### config.mk
export PLATFORM = sky130hd
export DESIGN_NAME = pwm_led_driver_18_channel
export DESIGN_NICKNAME = d
export VERILOG_FILES = /design/src/sv/pled_pkg.sv /design/src/sv/pwm_led_driver_18_channel.sv
export SDC_FILE = /design/constraint.sdc
export NUM_CORES = 1
export LEC_CHECK = 0
export BUFFER_PORTS_ARGS = -buffer_cell sky130_fd_sc_hd__buf_2
export CORE_MARGIN = 3
export CORE_UTILIZATION = 50
export DETAILED_ROUTE_END_ITERATION = 7
export PLACE_DENSITY = 0.66
export SYNTH_ARGS = -nofsm -noshare
export SYNTH_HDL_FRONTEND = slang
export SYNTH_SLANG_ARGS = --single-unit
### constraint.sdc
create_clock -name clk_i -period 7.1 [get_ports clk_i]
set_clock_uncertainty 0.1 [all_clocks]
set_input_delay 1.42 -clock clk_i [delete_from_list [all_inputs] [get_ports clk_i]]
set_output_delay 1.42 -clock clk_i [all_outputs]
set_load 0.01 [all_outputs]
### src/sv/pled_pkg.sv
// shared types and register map constants for the pwm led driver
package pled_pkg;

  // kind of input beat, carried on the slave tuser
  typedef enum logic {
    CMD_WRITE = 1'b0,
    CMD_TICK  = 1'b1
  } cmd_e;

  localparam int unsigned AddrW   = 5;
  localparam int unsigned DataW   = 8;
  localparam int unsigned StageEnW = 24;

  typedef logic [AddrW-1:0] addr_t;
  typedef logic [DataW-1:0] byte_t;

  localparam addr_t ADDR_ENABLE_OUTPUT = 5'h00;
  localparam addr_t ADDR_DUTY_FIRST    = 5'h01;
  localparam addr_t ADDR_DUTY_LAST     = 5'h12;
  localparam addr_t ADDR_LEDS_FIRST    = 5'h13;
  localparam addr_t ADDR_LEDS_LAST     = 5'h15;
  localparam addr_t ADDR_UPDATE        = 5'h16;
  localparam addr_t ADDR_RESET         = 5'h17;

  // bit positions inside the master tuser
  localparam int unsigned UserOutputOn  = 0;
  localparam int unsigned UserAddrError = 1;

endpackage

### src/sv/pwm_led_driver_18_channel.sv
// top level of the pwm led driver: register file, pwm compare and output register
//
// The driver takes one beat per cycle on the slave stream while s_axis_tready
// is high: either a register write (tuser = 0, tdata carries address and
// data byte) or a pwm tick (tuser = 1). Every accepted beat produces exactly
// one result beat on the master stream in the next cycle, holding the led pin
// pattern, the output enable state and an address error flag. Throughput is
// one beat per clock cycle unless the master stalls; the state update and the
// per-channel duty compare fit between input handshake and result register.
// s_axis_tready only drops while a result waits in the result register and
// the downstream side is not taking it. Writes to addresses 1..18 stage duty
// values, 19..21 stage enable bits eight channels per byte, 22 copies the
// staged values into the active set and 23 clears all state; addresses
// 24..31 change nothing and flag addr_error. On a tick the pins reflect the
// phase before it advances; on a write they reflect the state after the write.
module pwm_led_driver_18_channel #(
  parameter int unsigned CHANNELS = 18
) (
  input  logic                          clk_i,
  input  logic                          rst_ni,
  // slave stream
  input  logic                          s_axis_tvalid,
  output logic                          s_axis_tready,
  input  logic [15:0]                   s_axis_tdata,  // [4:0] reg_addr, [12:5] reg_data
  input  logic                          s_axis_tuser,  // [0] command
  // master stream
  output logic                          m_axis_tvalid,
  input  logic                          m_axis_tready,
  output logic [((CHANNELS+7)/8)*8-1:0] m_axis_tdata,  // [CHANNELS-1:0] led_pins
  output logic [1:0]                    m_axis_tuser   // [0] output_on, [1] addr_error
);
  import pled_pkg::*;

  localparam int unsigned OutW = ((CHANNELS + 7) / 8) * 8;

  // state registers
  byte_t                 staged_duty_q [CHANNELS];
  byte_t                 staged_duty_d [CHANNELS];
  byte_t                 active_duty_q [CHANNELS];
  byte_t                 active_duty_d [CHANNELS];
  logic [StageEnW-1:0]   staged_en_q, staged_en_d;
  logic [CHANNELS-1:0]   active_en_q, active_en_d;
  logic                  out_en_q, out_en_d;
  byte_t                 phase_q, phase_d;

  // result register
  logic                  m_valid_q, m_valid_d;
  logic [CHANNELS-1:0]   pins_q, pins_d;
  logic                  err_q, err_d;

  logic   accept;
  cmd_e   cmd;
  addr_t  addr;
  byte_t  data;
  logic   is_write;
  logic   is_tick;

  // result register empties or drains this cycle
  assign s_axis_tready = !m_valid_q || m_axis_tready;
  assign accept        = s_axis_tvalid && s_axis_tready;

  assign cmd      = cmd_e'(s_axis_tuser);
  assign addr     = s_axis_tdata[AddrW-1:0];
  assign data     = s_axis_tdata[AddrW +: DataW];
  assign is_write = accept && (cmd == CMD_WRITE);
  assign is_tick  = accept && (cmd == CMD_TICK);

  // next state of the register file
  always_comb begin
    staged_duty_d = staged_duty_q;
    active_duty_d = active_duty_q;
    staged_en_d   = staged_en_q;
    active_en_d   = active_en_q;
    out_en_d      = out_en_q;
    phase_d       = phase_q;
    err_d         = 1'b0;

    if (is_tick) begin
      phase_d = phase_q + 8'd1;
    end

    if (is_write) begin
      if (addr == ADDR_ENABLE_OUTPUT) begin
        out_en_d = data[0];
      end else if (addr >= ADDR_DUTY_FIRST && addr <= ADDR_DUTY_LAST) begin
        // duty addresses past the channel count are taken and dropped
        for (int unsigned c = 0; c < CHANNELS; c++) begin
          if (addr == AddrW'(ADDR_DUTY_FIRST + c)) begin
            staged_duty_d[c] = data;
          end
        end
      end else if (addr >= ADDR_LEDS_FIRST && addr <= ADDR_LEDS_LAST) begin
        case (addr)
          ADDR_LEDS_FIRST:         staged_en_d[7:0]   = data;
          ADDR_LEDS_FIRST + 5'd1:  staged_en_d[15:8]  = data;
          default:                 staged_en_d[23:16] = data;
        endcase
      end else if (addr == ADDR_UPDATE) begin
        active_duty_d = staged_duty_q;
        active_en_d   = staged_en_q[CHANNELS-1:0];
      end else if (addr == ADDR_RESET) begin
        for (int unsigned c = 0; c < CHANNELS; c++) begin
          staged_duty_d[c] = '0;
          active_duty_d[c] = '0;
        end
        staged_en_d = '0;
        active_en_d = '0;
        out_en_d    = 1'b0;
        phase_d     = '0;
      end else begin
        err_d = 1'b1;
      end
    end
  end

  // pwm compare: state after a write, phase before a tick advances
  always_comb begin
    for (int unsigned c = 0; c < CHANNELS; c++) begin
      pins_d[c] = out_en_d && active_en_d[c] && (phase_q < active_duty_d[c]);
    end
  end

  // result register holds until the downstream side takes it
  assign m_valid_d = accept || (m_valid_q && !m_axis_tready);

  always_ff @(posedge clk_i or negedge rst_ni) begin
    if (!rst_ni) begin
      for (int unsigned c = 0; c < CHANNELS; c++) begin
        staged_duty_q[c] <= '0;
        active_duty_q[c] <= '0;
      end
      staged_en_q <= '0;
      active_en_q <= '0;
      out_en_q    <= 1'b0;
      phase_q     <= '0;
      m_valid_q   <= 1'b0;
    end else begin
      staged_duty_q <= staged_duty_d;
      active_duty_q <= active_duty_d;
      staged_en_q   <= staged_en_d;
      active_en_q   <= active_en_d;
      out_en_q      <= out_en_d;
      phase_q       <= phase_d;
      m_valid_q     <= m_valid_d;
    end
  end

  // result payload, loaded only on an accepted beat
  always_ff @(posedge clk_i) begin
    if (accept) begin
      pins_q <= pins_d;
      err_q  <= err_d;
    end
  end

  logic out_on_q;
  always_ff @(posedge clk_i) begin
    if (accept) begin
      out_on_q <= out_en_d;
    end
  end

  assign m_axis_tvalid                = m_valid_q;
  assign m_axis_tdata                 = OutW'(pins_q);
  assign m_axis_tuser[UserOutputOn]   = out_on_q;
  assign m_axis_tuser[UserAddrError]  = err_q;

endmodule

Word level (Yosys, flattened, before mapping)
Cells that the tools add are included.
{ "totals": {"reg_bits": 354, "latch_bits": 0, "ramBits": 0, "mem_bits_ro": 0, "input_bits": 21, "output_inout_bits": 28, "elab_cells": 245, "mem_count": 0} }
{ "classes": {"add_sub_neg": 1, "n_mul": 0, "div_mod_pow": 0, "order_cmp": 22, "n_eq_ne": 46, "shift": 0, "mux": 54, "n_bitwise": 4, "reduce_logical": 72} }
{ "op_table": {"columns": ["op", "n"], "rows": [
  ["$mux 144", 10],
  ["$mux 8", 27],
  ["$mux 18", 9],
  ["$lt 8x8->1", 18],
  ["$reduce_and 6->1", 21],
  ["$logic_and 1x1->1", 42],
  ["$eq 5x4->1 const B", 8],
  ["$ne 2x1->1 const B", 20],
  ["$eq 5x5->1 const B", 7],
  ["$eq 5x3->1 const B", 4],
  ["$eq 5x2->1 const B", 2],
  ["$le 5x5->1 const B", 2],
  ["$add 8x1->8 const B", 1],
  ["$ne 2x2->1 const B", 4],
  ["$mux 1", 7],
  ["$eq 5x1->1 const B", 1],
  ["$ge 5x1->1 const B", 1],
  ["$ge 5x5->1 const B", 1],
  ["$logic_not 5->1", 1],
  ["$reduce_or 5->1", 1],
  ["$not 1->1", 4],
  ["$reduce_bool 2->1", 2],
  ["$logic_not 1->1", 2],
  ["$logic_or 1x1->1", 2],
  ["other kinds (2)", 2]
]} }

Depth between registers and ports, before layout
Gate-level depths: netlist of the first run.
{ "depth": {"depth_word": 11, "depth_mapped": 12} }

Least setup slack after synthesis of the first run
No wires, ideal clock.
{ "synth_timing": {"path_type": "input -> register", "start": "in m_axis_tready", "end": "reg pins_q[12] (data pin)", "arrival_ns": 3.726, "required_ns": 6.833, "path_slack_ns": 3.106, "path_stages": 12, "cell_sequence": "nor2b_1 inv_1 nand4b_2 nor2_1 buf_2 clkbuf_1 or2_1 ha_1 a211o_1 nor3b_1 mux2i_1 a211oi_1"} }
{ "synth_between": {"elab_chain_cells": 6, "word_cells_on_any_way": 9} }
{ "synth_lines": {"columns": ["element", "line_no", "source"], "rows": [
  ["start, declared", "pwm_led_driver_18_channel.sv:28", "input logic m_axis_tready,"],
  ["$logic_or 1x1->1 (*)", "pwm_led_driver_18_channel.sv:59", "assign s_axis_tready = !m_valid_q || m_axis_tready;"],
  ["$logic_and 1x1->1 (*)", "pwm_led_driver_18_channel.sv:60", "assign accept = s_axis_tvalid && s_axis_tready;"],
  ["$logic_and 1x1->1 (*)", "pwm_led_driver_18_channel.sv:65", "assign is_write = accept && (cmd == CMD_WRITE);"],
  ["$mux 144 (tied with other cells)", "pwm_led_driver_18_channel.sv:82", "if (is_write) begin"],
  ["$lt 8x8->1 / $logic_and 1x1->1 (equally long branches)", "pwm_led_driver_18_channel.sv:119", "pins_d[c] = out_en_d && active_en_d[c] && (phase_q < active_duty_d[c]);"],
  ["$logic_and 1x1->1 (*)", "pwm_led_driver_18_channel.sv:119", null],
  ["net pins_d[12]", "pwm_led_driver_18_channel.sv:48", "logic [CHANNELS-1:0] pins_q, pins_d;"],
  ["end signal, assigned", "pwm_led_driver_18_channel.sv:151", "pins_q <= pins_d;"],
  ["end, declared", "pwm_led_driver_18_channel.sv:48", null]
]} }
Mark *: on every way through the listed nets, which the timed path passes. The rest lies on a longest branch.
A chain may end at the register's enable or synchronous reset.

Worst setup path after layout of the first run
{ "layout_timing": {"start": "in s_axis_tdata[4]", "end": "reg pins_q[2] (data pin)"} }
{ "layout_between": {"elab_chain_cells": 9, "word_cells_on_any_way": 30} }
{ "layout_lines": {"columns": ["element", "line_no", "source"], "rows": [
  ["start, declared", "pwm_led_driver_18_channel.sv:24", "input logic [15:0] s_axis_tdata,"],
  ["branches (longest 8 deep; another with $lt 8x8->1)", null, null],
  ["$logic_and 1x1->1 (*)", "pwm_led_driver_18_channel.sv:119", null],
  ["net pins_d[2]", "pwm_led_driver_18_channel.sv:48", null]
]} }
Mark *: on every way through the listed nets, which the timed path passes.

==> flow_summary.json, run 1 <==
{
  "ff2ff_setup_slack_ns": 3.00,
  "drc": 0,
  "synth_warnings": 0,
  "cts_buffers": 40,
  "dieArea_um2": 40000,
  "fin_cells": 2180,
  "cp_slowest_cell": "buf_4",
  "fin_tns_setup_ns": 0,
  "die_y_um": 200,
  "grt_pass1_vias": 12657,
  "synth_compound_area_frac": 0.0827,
  "grt_pass1_wl_mm": 72.8,
  "clock-root-buffer": "clkbuf_16",
  "cts_setup_buffers": 0,
  "cts_max_level": 2,
  "vias_per_cell": 5.75,
  "reg2reg_from": "m_axis_tvalid",
  "synth_ff_type": "dfrtp_1",
  "fp-row-count": 70,
  "netlist_area_um2": 18800,
  "cts_tree": "yes",
  "internal-power_mw": 3.93,
  "setup_viol": 0,
  "drt_iter0_drc": 801,
  "grt_max_degree": 147,
  "criticalPathCategory": "in2reg",
  "synth_adder_area_share": 0.0845,
  "p_sw_mw": 1.63,
  "cts-resized-gates": 0,
  "crit_cells": 11,
  "post-route-util": 0.562,
  "cp.arrival_ns": 5.34,
  "drv_cap": 0,
  "dp_hpwl_mm": 28.3,
  "critPathLaunch": "s_axis_tdata[4]",
  "grt-ovfl-total": 0,
  "ios": 49,
  "drive_gt1_frac": 0.174,
  "clk_pin_slew_ns": 0.06,
  "track_usage": 0.236,
  "area_growth_pct": 9.96,
  "antenna_left": 0,
  "placed_cells": 2108,
  "status": "complete, no violations",
  "crit_buf_inv": 3,
  "p_clk_frac": 0.360,
  "yosys-mux-area-fraction": 0.156,
  "wire_per_inst_um": 21.0,
  "num_vias": 12526,
  "firstDrtPassIters": 5,
  "initial_utilization": 0.511,
  "cts.sinks": 354,
  "worstPathMaxFanout": 31,
  "die_x_um": 200,
  "comb_power_share": 0.228,
  "place_area_um2": 19400,
  "finalCriticalPeriod_ns": 5.13,
  "slew_headroom": 0.164,
  "p_per_area_nw_per_um2": 269,
  "min_period_over_period": 0.723,
  "async_flop_share": 0.944,
  "crit_family": "buffers and inverters",
  "slowest_delay_ns": 0.58,
  "nets": 1830,
  "start_kind": "input pin",
  "fmax_mhz": 195,
  "core_area_um2": 36800,
  "synth_top_family_by_area": "multiplexers",
  "seq_power_share": 0.412,
  "cp-end-kind": "flop",
  "clkLatencyLatePin_ns": 0.53,
  "antenna_found_initial": 3,
  "crit_path_cell_trace": "buf_2, nand4b_2, buf_4, nor3_2, buf_4, mux2i_1, ha_1, a211o_1, nor4b_1, mux2i_1, a211oi_1",
  "r2r_cells": 11,
  "worstPathRequired_ns": 7.31,
  "cts_hold_buf": 0,
  "switching_share": 0.294,
  "synth-seq-cells": 354,
  "drv_slew": 0,
  "hp-class": "reg2reg",
  "p_leak_nw": 10.0,
  "critPathCapture": "pins_q[2]",
  "synthXorXnorAreaFrac": 0.00280,
  "synth_cell_types": 58,
  "wirelength_mm": 45.8,
  "worst_pin_slew_ns": 1.25,
  "regToRegEndpoint": "pins_q[12]",
  "syn_avg_cell_area_um2": 11.3,
  "io_buffers": 39,
  "yosysSeqAreaShare": 0.477,
  "ctsLongestPathBuffers": 3,
  "hold_viol_final": 0,
  "grt_setup_unrepaired": "false",
  "design_area_um2": 20700,
  "yosys.area_share.simple": 0.145,
  "syn-instance-count": 1669,
  "n_fill_cell": 3118,
  "gp_congestion": 0.847,
  "synth-edff-count": 20,
  "worst_ir_drop_vdd_v": 0.000238
}
-- area by class of cell --
class	instances	area, um^2	share of cell area
flip-flops and latches	354	8960	0.433
multi-input cells	1098	8900	0.430
clock buffers	66	1250	0.0605
well taps	468	586	0.0283
repair buffers	64	483	0.0234
inverters	124	465	0.0225
clock inverters	5	25.0	0.00121
diodes	1	2.50	0.000121
-- worst min-delay path by stage --
| stage | slack (ns) | from | end | depth (start not counted) |
|---|---|---|---|---|
| 3_3_place_gp | 0.34 | active_duty_q[56] | active_duty_q[56] | 2 |
| 5_1_grt | 0.39 | active_duty_q[128] | active_duty_q[128] | 2 |
| 2_1_floorplan | 0.33 | active_duty_q[104] | active_duty_q[104] | 2 |
| 4_1_cts | 0.36 | active_duty_q[104] | active_duty_q[104] | 2 |
| 6_report | 0.36 | active_duty_q[104] | active_duty_q[104] | 2 |
| 3_5_place_dp | 0.35 | active_duty_q[104] | active_duty_q[104] | 2 |
-- through the flow --
stage,setup slack [ns],total power [mW],hold slack (ns)
2_1_floorplan,3.11,3.19,0.331
3_3_place_gp,1.54,3.53,0.341
3_5_place_dp,1.52,3.59,0.352
4_1_cts,2.07,5.61,0.365
5_1_grt,1.74,5.88,0.385
6_report,1.97,5.56,0.359
-- metal layers --
| metal | up-vias | track usage | wire, um |
|---|---|---|---|
| met5 | - | 0 | 12 |
| met4 | 2 | 0.0571 | 867 |
| met3 | 65 | 0.0336 | 2130 |
| met2 | 245 | 0.375 | 21100 |
| met1 | 6342 | 0.345 | 21700 |
| li1 | 5872 | - | - |
-- cells by family (layout without fill, tap and decap cells) --
| group | count (synthesis) | in the layout |
|---|---|---|
| buffers and inverters | 222 | 259 |
| AND/OR/NAND/NOR | 467 | 467 |
| adder cells (fa/ha/maj) | 127 | 127 |
| other | 1 | 7 |
| flip-flops | 354 | 354 |
| multiplexers | 276 | 276 |
| AO/OA/AOI/OAI | 216 | 216 |
| XOR/XNOR | 6 | 6 |
-- cells in the final DEF (no fill, tap or decap), types with 19 or more instances in the layout --
cell type  synthesis  final
a211o_1           19     19
a21o_1            19     19
a21oi_1           27     27
and2_1            20     20
buf_2             23     37
buf_4             19     19
clkbuf_16          0     41
dfrtp_1          334    334
edfxtp_1          20     20
ha_1             127    127
inv_1            124    124
mux2_2           129    129
mux2i_1          146    146
nand2_1           64     64
nand2b_1          38     37
nand4_1           22     22
nor2_1            70     69
nor2b_1           86     85
nor3_1            21     20
nor3b_1           20     20
nor4_1            19     19
o21a_1            19     19
o21ai_0           41     41
o22ai_1           19     19
or2_1             40     40
or2_2             21     21
-- Yosys cell counts (7+ instances only) --
master	number	area, um^2
mux2i_1	146	1460
o31a_1	18	158
inv_1	124	465
buf_2	23	115
nand2_1	64	240
and2_1	20	125
buf_4	19	143
nor4_1	19	119
o22ai_1	19	119
or2_2	21	131
nand3b_1	7	52.6
o21ai_0	41	205
edfxtp_1	20	601
nor4b_1	7	61.3
a21oi_1	27	135
ha_1	127	1590
nand4_1	22	138
mux2_2	129	1450
nor3b_1	20	150
nor2_1	70	263
nor3_1	21	105
o221ai_1	18	158
clkbuf_1	48	180
o21a_1	19	143
nand2b_1	38	238
nor2b_1	86	538
or2_1	40	250
a211o_1	19	166
a21o_1	19	143
dfrtp_1	334	8360
o2bb2ai_1	8	70.1
a211oi_1	18	135
-- tightest hold or removal path: cells and delay by family, from the launching register on --
kind / cells / cell delay [ns]
flip-flops: 1 / 0.33
AND/OR/NAND/NOR: 2 / 0.10
-- power by group through the flow --
stage,Sequential (mW),Clock (mW),Combinational [mW]
after CTS,2.29,2.04,1.28
after global placement,2.31,0,1.21
after floorplan,2.33,0,0.862
after global routing,2.31,2.13,1.44
after detailed placement,2.32,0,1.26
final,2.29,2.00,1.27
-- sequential cells by signal, indices dropped and copies added (netlist names) --
name / count
out_on_q: 1
staged_en_q: 18
m_axis_tvalid: 1
out_en_q: 1
err_q: 1
phase_q: 8
active_en_q: 18
active_duty_q: 144
pins_q: 18
staged_duty_q: 144
Note: power is estimated with default switching activity, not from simulation.
==> run 2, diff against run 1 <==
--- a/config.mk
+++ b/config.mk
@@ -5,11 +5,12 @@
 export SDC_FILE = /design/constraint.sdc
 export NUM_CORES = 1
 export LEC_CHECK = 0
+export ABC_AREA = 1
 export BUFFER_PORTS_ARGS = -buffer_cell sky130_fd_sc_hd__buf_2
 export CORE_MARGIN = 3
 export CORE_UTILIZATION = 50
 export DETAILED_ROUTE_END_ITERATION = 7
-export PLACE_DENSITY = 0.66
+export PLACE_DENSITY = 0.69
 export SYNTH_ARGS = -nofsm -noshare
 export SYNTH_HDL_FRONTEND = slang
 export SYNTH_SLANG_ARGS = --single-unit
==> constraint.sdc (replaced) <==
create_clock -name clk_i -period 4.21 [get_ports clk_i]
set_clock_uncertainty 0.1 [all_clocks]
set_input_delay 0.842 -clock clk_i [delete_from_list [all_inputs] [get_ports clk_i]]
set_output_delay 0.842 -clock clk_i [all_outputs]
set_load 0.01 [all_outputs]
==> flow_summary.json, run 2 <==
{
  "synth_top_cell_area_share": 0.474,
  "core_area_um2": 34600,
  "cts_max_level": 2,
  "antenna_found_initial": 3,
  "fmax_mhz": 303,
  "drv_slew": 0,
  "drive_gt1_frac": 0.121,
  "drt_iter0_drc": 893,
  "clkLatencyLatePin_ns": 0.52,
  "grt_setup_unrepaired": "false",
  "synth-edff-count": 20,
  "synth_ff_type": "dfrtp_1",
  "nets": 2080,
  "crit_path_cell_trace": "buf_2, nor2_4, nand2_2, nand2_4, nor2_8, inv_4, nor2_2, inv_2, buf_4, o211ai_1, ha_1, nand2_1, o2111ai_1, a21oi_1",
  "layout_commonest_cell": "nand2_1",
  "reg2reg_from": "m_axis_tvalid",
  "fp-row-count": 68,
  "synth-seq-cells": 354,
  "cp-end-kind": "flop",
  "die_y_um": 194,
  "slowest_delay_ns": 0.74,
  "grt_pass1_wl_mm": 70.7,
  "synthTopCellsByArea": "dfrtp_1 47%, nand2_1 11%, ha_1 9.0%",
  "grt_pass1_vias": 12996,
  "drv_cap": 0,
  "drc": 0,
  "fin_tns_setup_ns": 0,
  "yosysSeqAreaShare": 0.508,
  "seq_power_share": 0.422,
  "gp_congestion": 0.912,
  "comb_power_share": 0.256,
  "grt_max_degree": 106,
  "multi_input_area_um2": 7390,
  "async_flop_share": 0.944,
  "cp.arrival_ns": 3.47,
  "regArea_um2": 8960,
  "netlist_area_um2": 17600,
  "slew_headroom": 0.320,
  "regToRegEndpoint": "pins_q[16]",
  "vias_per_cell": 5.44,
  "finalCriticalPeriod_ns": 3.30,
  "switching_share": 0.325,
  "cts-resized-gates": 0,
  "cts_hold_buf": 0,
  "hp-class": "in2async",
  "r2r_cells": 14,
  "worst_ir_drop_vdd_v": 0.000333,
  "worstPathMaxFanout": 39,
  "hold_viol_final": 0,
  "synth_warnings": 0,
  "initial_utilization": 0.509,
  "cts_buffers": 39,
  "syn-instance-count": 1900,
  "criticalPathCategory": "in2reg",
  "min_period_over_period": 0.785,
  "n_fill_cell": 2965,
  "cp_slowest_cell": "inv_2",
  "p_sw_mw": 3.38,
  "wirelength_mm": 44.1,
  "p_clk_frac": 0.323,
  "grt-ovfl-total": 0,
  "post-synth-top-count-cell": "nand2_1",
  "num_vias": 13154,
  "timing.final.ws_setup_ns": 0.906,
  "clk_pin_slew_ns": 0.06,
  "ctsLongestPathBuffers": 3,
  "synth_cell_types": 42,
  "yosys-top-cells-count": "525 x nand2_1, 334 x dfrtp_1, 186 x inv_1",
  "area_growth_pct": 11.0,
  "cts_setup_buffers": 0,
  "dp_hpwl_mm": 27.0,
  "worst_pin_slew_ns": 1.02,
  "p_leak_nw": 9.75,
  "cts.sinks": 354,
  "die_x_um": 194,
  "largestRegisters": "active_duty_q (144), staged_duty_q (144)",
  "synth_area_leader_cell": "dfrtp_1",
  "ff2ff_setup_slack_ns": 1.00,
  "dieArea_um2": 37500,
  "cts_tree": "yes",
  "worstPathRequired_ns": 4.37,
  "wire_per_inst_um": 18.2,
  "internal-power_mw": 7.01,
  "track_usage": 0.234,
  "setup_viol": 0,
  "final_cell_mix": "525 x nand2_1, 333 x dfrtp_1, 186 x inv_1",
  "antenna_left": 0,
  "io_buffers": 39,
  "syn_avg_cell_area_um2": 9.28,
  "clock-root-buffer": "clkbuf_16",
  "ios": 49,
  "firstDrtPassIters": 7,
  "place_ws_ns": 0.442,
  "p_per_area_nw_per_um2": 531,
  "status": "complete, no violations",
  "start_kind": "input pin"
}
run 2: cell types whose count changed after synthesis, moves of 48 or more:
cell     change
inv_1       +62
o21a_1      +48
nor2b_1     -86
a21oi_1     +85
nand2_1    +461
mux2_2     -129
o21ai_1    +117
mux2i_1    -146
run 2: how the worst max path moves through the flow:
stage	from	end	slack (ns)	cells after the start
2_1_floorplan	s_axis_tdata[1]	pins_q[17]	1.13	17
6_report	s_axis_tdata[2]	pins_q[16]	0.91	14
5_1_grt	s_axis_tdata[2]	pins_q[16]	0.74	13
3_5_place_dp	s_axis_tdata[2]	pins_q[16]	0.44	14
4_1_cts	s_axis_tdata[2]	pins_q[16]	0.95	14
3_3_place_gp	s_axis_tdata[2]	pins_q[16]	0.49	14
run 2: through the flow:
stage / cell area (um^2) / util / hold slack [ns] / instances / power [mW]
4_1_cts: 19600 / 0.565 / 0.291 / 2417 / 10.4
3_3_place_gp: 18300 / 0.528 / 0.360 / 2346 / 6.91
6_report: 19600 / 0.565 / 0.242 / 2418 / 10.4
5_1_grt: 19600 / 0.565 / 0.327 / 2418 / 11.1
3_5_place_dp: 18300 / 0.528 / 0.361 / 2346 / 7.06
2_1_floorplan: 17600 / - / 0.345 / 1905 / 6.16
run 2: power by group through the flow:
stage	logic [mW]	registers, mW	clock network, mW
after floorplan	1.86	4.31	0
after global placement	2.51	4.41	0
after detailed placement	2.63	4.43	0
after CTS	2.67	4.37	3.41
after global routing	3.10	4.43	3.55
final	2.66	4.38	3.35
run 2: cell families (layout without fill, tap and decap cells):
logic type | Yosys count | in the layout | synth area share
XOR/XNOR | 3 | 3 | 0.00149
AND/OR/NAND/NOR | 657 | 657 | 0.158
flip-flops | 354 | 354 | 0.508
AO/OA/AOI/OAI | 456 | 456 | 0.168
other | 1 | 7 | 0.000213
adder cells (fa/ha/maj) | 127 | 127 | 0.0901
buffers and inverters | 302 | 359 | 0.0740
run 2: final cells by class:
type                       count  area share
timing repair buffer          80      0.0301
tap                          455      0.0291
clock inverter                10     0.00403
antenna                        1    0.000128
clock buffer                  61      0.0609
inverter                     208      0.0402
sequential                   354       0.458
multi-input combinational   1249       0.378
run 2: worst max-delay path: cells and delay by family:
| family | cells | cell delay, ns |
|---|---|---|
| adders and majority gates | 1 | 0.31 |
| and+or+nand+nor | 6 | 0.59 |
| AOI/OAI and AO/OA | 3 | 0.43 |
| buffers and inverters | 4 | 1.26 |
run 2: metal layers:
metal	part of all wire	GRT usage	wire length (um)	up-vias
met4	0.028	0.0646	1230	4
met1	0.44	0.320	19600	6413
met2	0.47	0.391	20800	351
met3	0.054	0.0381	2400	74
met5	0.00048	0	21	-
li1	-	-	-	6312
==> run 3, diff against run 2 <==
--- a/config.mk
+++ b/config.mk
@@ -5,7 +5,7 @@
 export SDC_FILE = /design/constraint.sdc
 export NUM_CORES = 1
 export LEC_CHECK = 0
-export ABC_AREA = 1
+export ABC_AREA = 0
 export BUFFER_PORTS_ARGS = -buffer_cell sky130_fd_sc_hd__buf_2
 export CORE_MARGIN = 3
 export CORE_UTILIZATION = 50
==> constraint.sdc (replaced) <==
create_clock -name clk_i -period 2.8 [get_ports clk_i]
set_clock_uncertainty 0.1 [all_clocks]
set_input_delay 0.56 -clock clk_i [delete_from_list [all_inputs] [get_ports clk_i]]
set_output_delay 0.56 -clock clk_i [all_outputs]
set_load 0.01 [all_outputs]
==> flow_summary.json, run 3 (synthesized netlist as in run 1, its figures left out) <==
{
  "nets": 2046,
  "fmax_mhz": 345,
  "grtUsageMet2": 0.425,
  "worst_pin_slew_ns": 0.810,
  "grt-ovfl-total": 0,
  "whs_path_depth": 3,
  "status": "finished, violations left",
  "worst_ir_drop_vdd_v": 0.000391,
  "violations": "setup timing",
  "clock-root-buffer": "clkbuf_16",
  "cts_buffers": 40,
  "regToRegEndpoint": "pins_q[13]",
  "hold_viol_final": 0,
  "io_buffers": 39,
  "grt_setup_unrepaired": "true",
  "start_kind": "flop",
  "worstPathMaxFanout": 7,
  "cp.arrival_ns": 3.16,
  "antenna_cells": 0,
  "track_usage": 0.255,
  "cts.sinks": 354,
  "vias_per_cell": 5.73,
  "gr-max-usage-layer": "met2",
  "clkLatencyLatePin_ns": 0.54,
  "cp-end-kind": "flop",
  "r2r_cells": 12,
  "area_growth_pct": 22.6,
  "timing.final.ws_setup_ns": -0.103,
  "crit_path_cell_trace": "nor2b_4, nor4_4, buf_6, buf_12, buf_8, mux2i_2, or2_1, ha_4, a211o_1, nor3b_2, mux2i_1, a211oi_1",
  "slew_headroom": 0.456,
  "gp_congestion": 0.880,
  "ff2ff_setup_slack_ns": -0.10,
  "die_x_um": 200,
  "cp_slowest_cell": "dfrtp_1",
  "hp-class": "in2reg",
  "antenna_left": 0,
  "firstDrtPassIters": 7,
  "fin_tns_setup_ns": -0.464,
  "grt_pass1_vias": 13839,
  "min_period_over_period": 1.04,
  "holdCritStartpoint": "s_axis_tdata[6]",
  "ios": 49,
  "reg2reg_from": "m_axis_tvalid",
  "drv_cap": 0,
  "wire_per_inst_um": 21.3,
  "initial_utilization": 0.511,
  "grt_util_met3": 0.0326,
  "final_cell_mix": "334 x dfrtp_1, 202 x buf_4, 129 x mux2_2",
  "drt_iter0_drc": 839,
  "clk_pin_slew_ns": 0.06,
  "design_area_um2": 23000,
  "largestRegisters": "active_duty_q (144), staged_duty_q (144)",
  "grt_pass1_wl_mm": 78.2,
  "drive_gt1_frac": 0.297,
  "cts_tree": "yes",
  "finalCriticalPeriod_ns": 2.90,
  "place_area_um2": 21000,
  "p_per_area_nw_per_um2": 652,
  "hold_end": "staged_duty_q[121]",
  "criticalPathCategory": "reg2reg",
  "slowest_delay_ns": 0.35,
  "fp-row-count": 70,
  "cts_max_level": 2,
  "dieArea_um2": 40000,
  "setup_viol": 10,
  "drc": 0,
  "dp_hpwl_mm": 33.5,
  "grt_max_degree": 92,
  "die_y_um": 200,
  "place_ws_ns": -0.598,
  "p_leak_nw": 11.2,
  "num_vias": 13719,
  "wirelength_mm": 51.0,
  "post-route-util": 0.626,
  "layout_commonest_cell": "dfrtp_1",
  "grt_use_met1": 0.352,
  "core_area_um2": 36800,
  "worstPathRequired_ns": 3.06,
  "antenna_found_initial": 0,
  "drv_slew": 0,
  "ctsLongestPathBuffers": 3
}
-- run 3: cell types whose count changed in the layout (fill, tap and decap cells not counted), moves of 117 or more --
cell     delta
nand2_1   -461
buf_4     +167
mux2_2    +129
mux2i_1   +128
o21ai_1   -117
-- run 3: critical path: cells and delay by family (launching register included) --
kind | cells | cell delay, ns
flip-flops | 1 | 0.35
buffers and inverters | 3 | 0.42
adder cells (fa/ha/maj) | 1 | 0.22
multiplexers | 2 | 0.23
AO/OA/AOI/OAI | 2 | 0.59
AND/OR/NAND/NOR | 4 | 0.83
-- run 3: stage by stage --
stage | power, mW | std cells | hold WS (ns)
after global placement | 9.32 | 2296 | 0.342
after detailed placement | 9.50 | 2296 | 0.352
after global routing | 15.8 | 2396 | 0.346
after floorplan | 8.10 | 1674 | 0.164
final | 15.0 | 2396 | 0.346
after CTS | 14.9 | 2377 | 0.331
-- run 3: repair_timing --
item	4_1_cts	5_1_grt
resized for setup	31	69
gates cloned	1	2
hold endpoints to repair	43	0
setup buffers	7	17
hold buffers	1	0
endpoints found under the setup margin	16	18
pin swaps	6	28
-- run 3: layout make-up --
class / instances / area (um^2)
clock buffers: 57 / 1140
flip-flops and latches: 354 / 8960
repair buffers: 280 / 2420
inverters: 124 / 465
fillers: 2863 / 13700
multi-input cells: 1098 / 9300
clock inverters: 15 / 175
well taps: 468 / 586
-- run 3: layer usage --
| metal | wire, um | share of wire | vias to the layer above |
|---|---|---|---|
| li1 | - | - | 6294 |
| met1 | 22500 | 0.44 | 6910 |
| met2 | 24400 | 0.48 | 401 |
| met3 | 2590 | 0.051 | 114 |
| met4 | 1460 | 0.029 | 0 |
| met5 | 0 | 0 | - |
-- run 3: where the power goes --
part,internal [mW],switching [mW],total (mW)
clock network,3.19,2.11,5.30
logic,1.77,2.14,3.91
registers,5.56,0.255,5.82
total,10.5,4.50,15.0
-- run 3: how the worst max path moves through the flow --
| stage | depth (start not counted) | end | slack (ns) | start |
|---|---|---|---|---|
| global placement | 11 | pins_q[9] | -0.53 | s_axis_tdata[3] |
| floorplan | 10 | pins_q[14] | -0.22 | s_axis_tdata[3] |
| finish | 12 | pins_q[13] | -0.10 | m_axis_tvalid |
| detailed placement | 11 | pins_q[9] | -0.60 | s_axis_tdata[3] |
| global route | 10 | pins_q[4] | -0.25 | m_axis_tvalid |
| CTS | 11 | pins_q[4] | -0.03 | m_axis_tvalid |
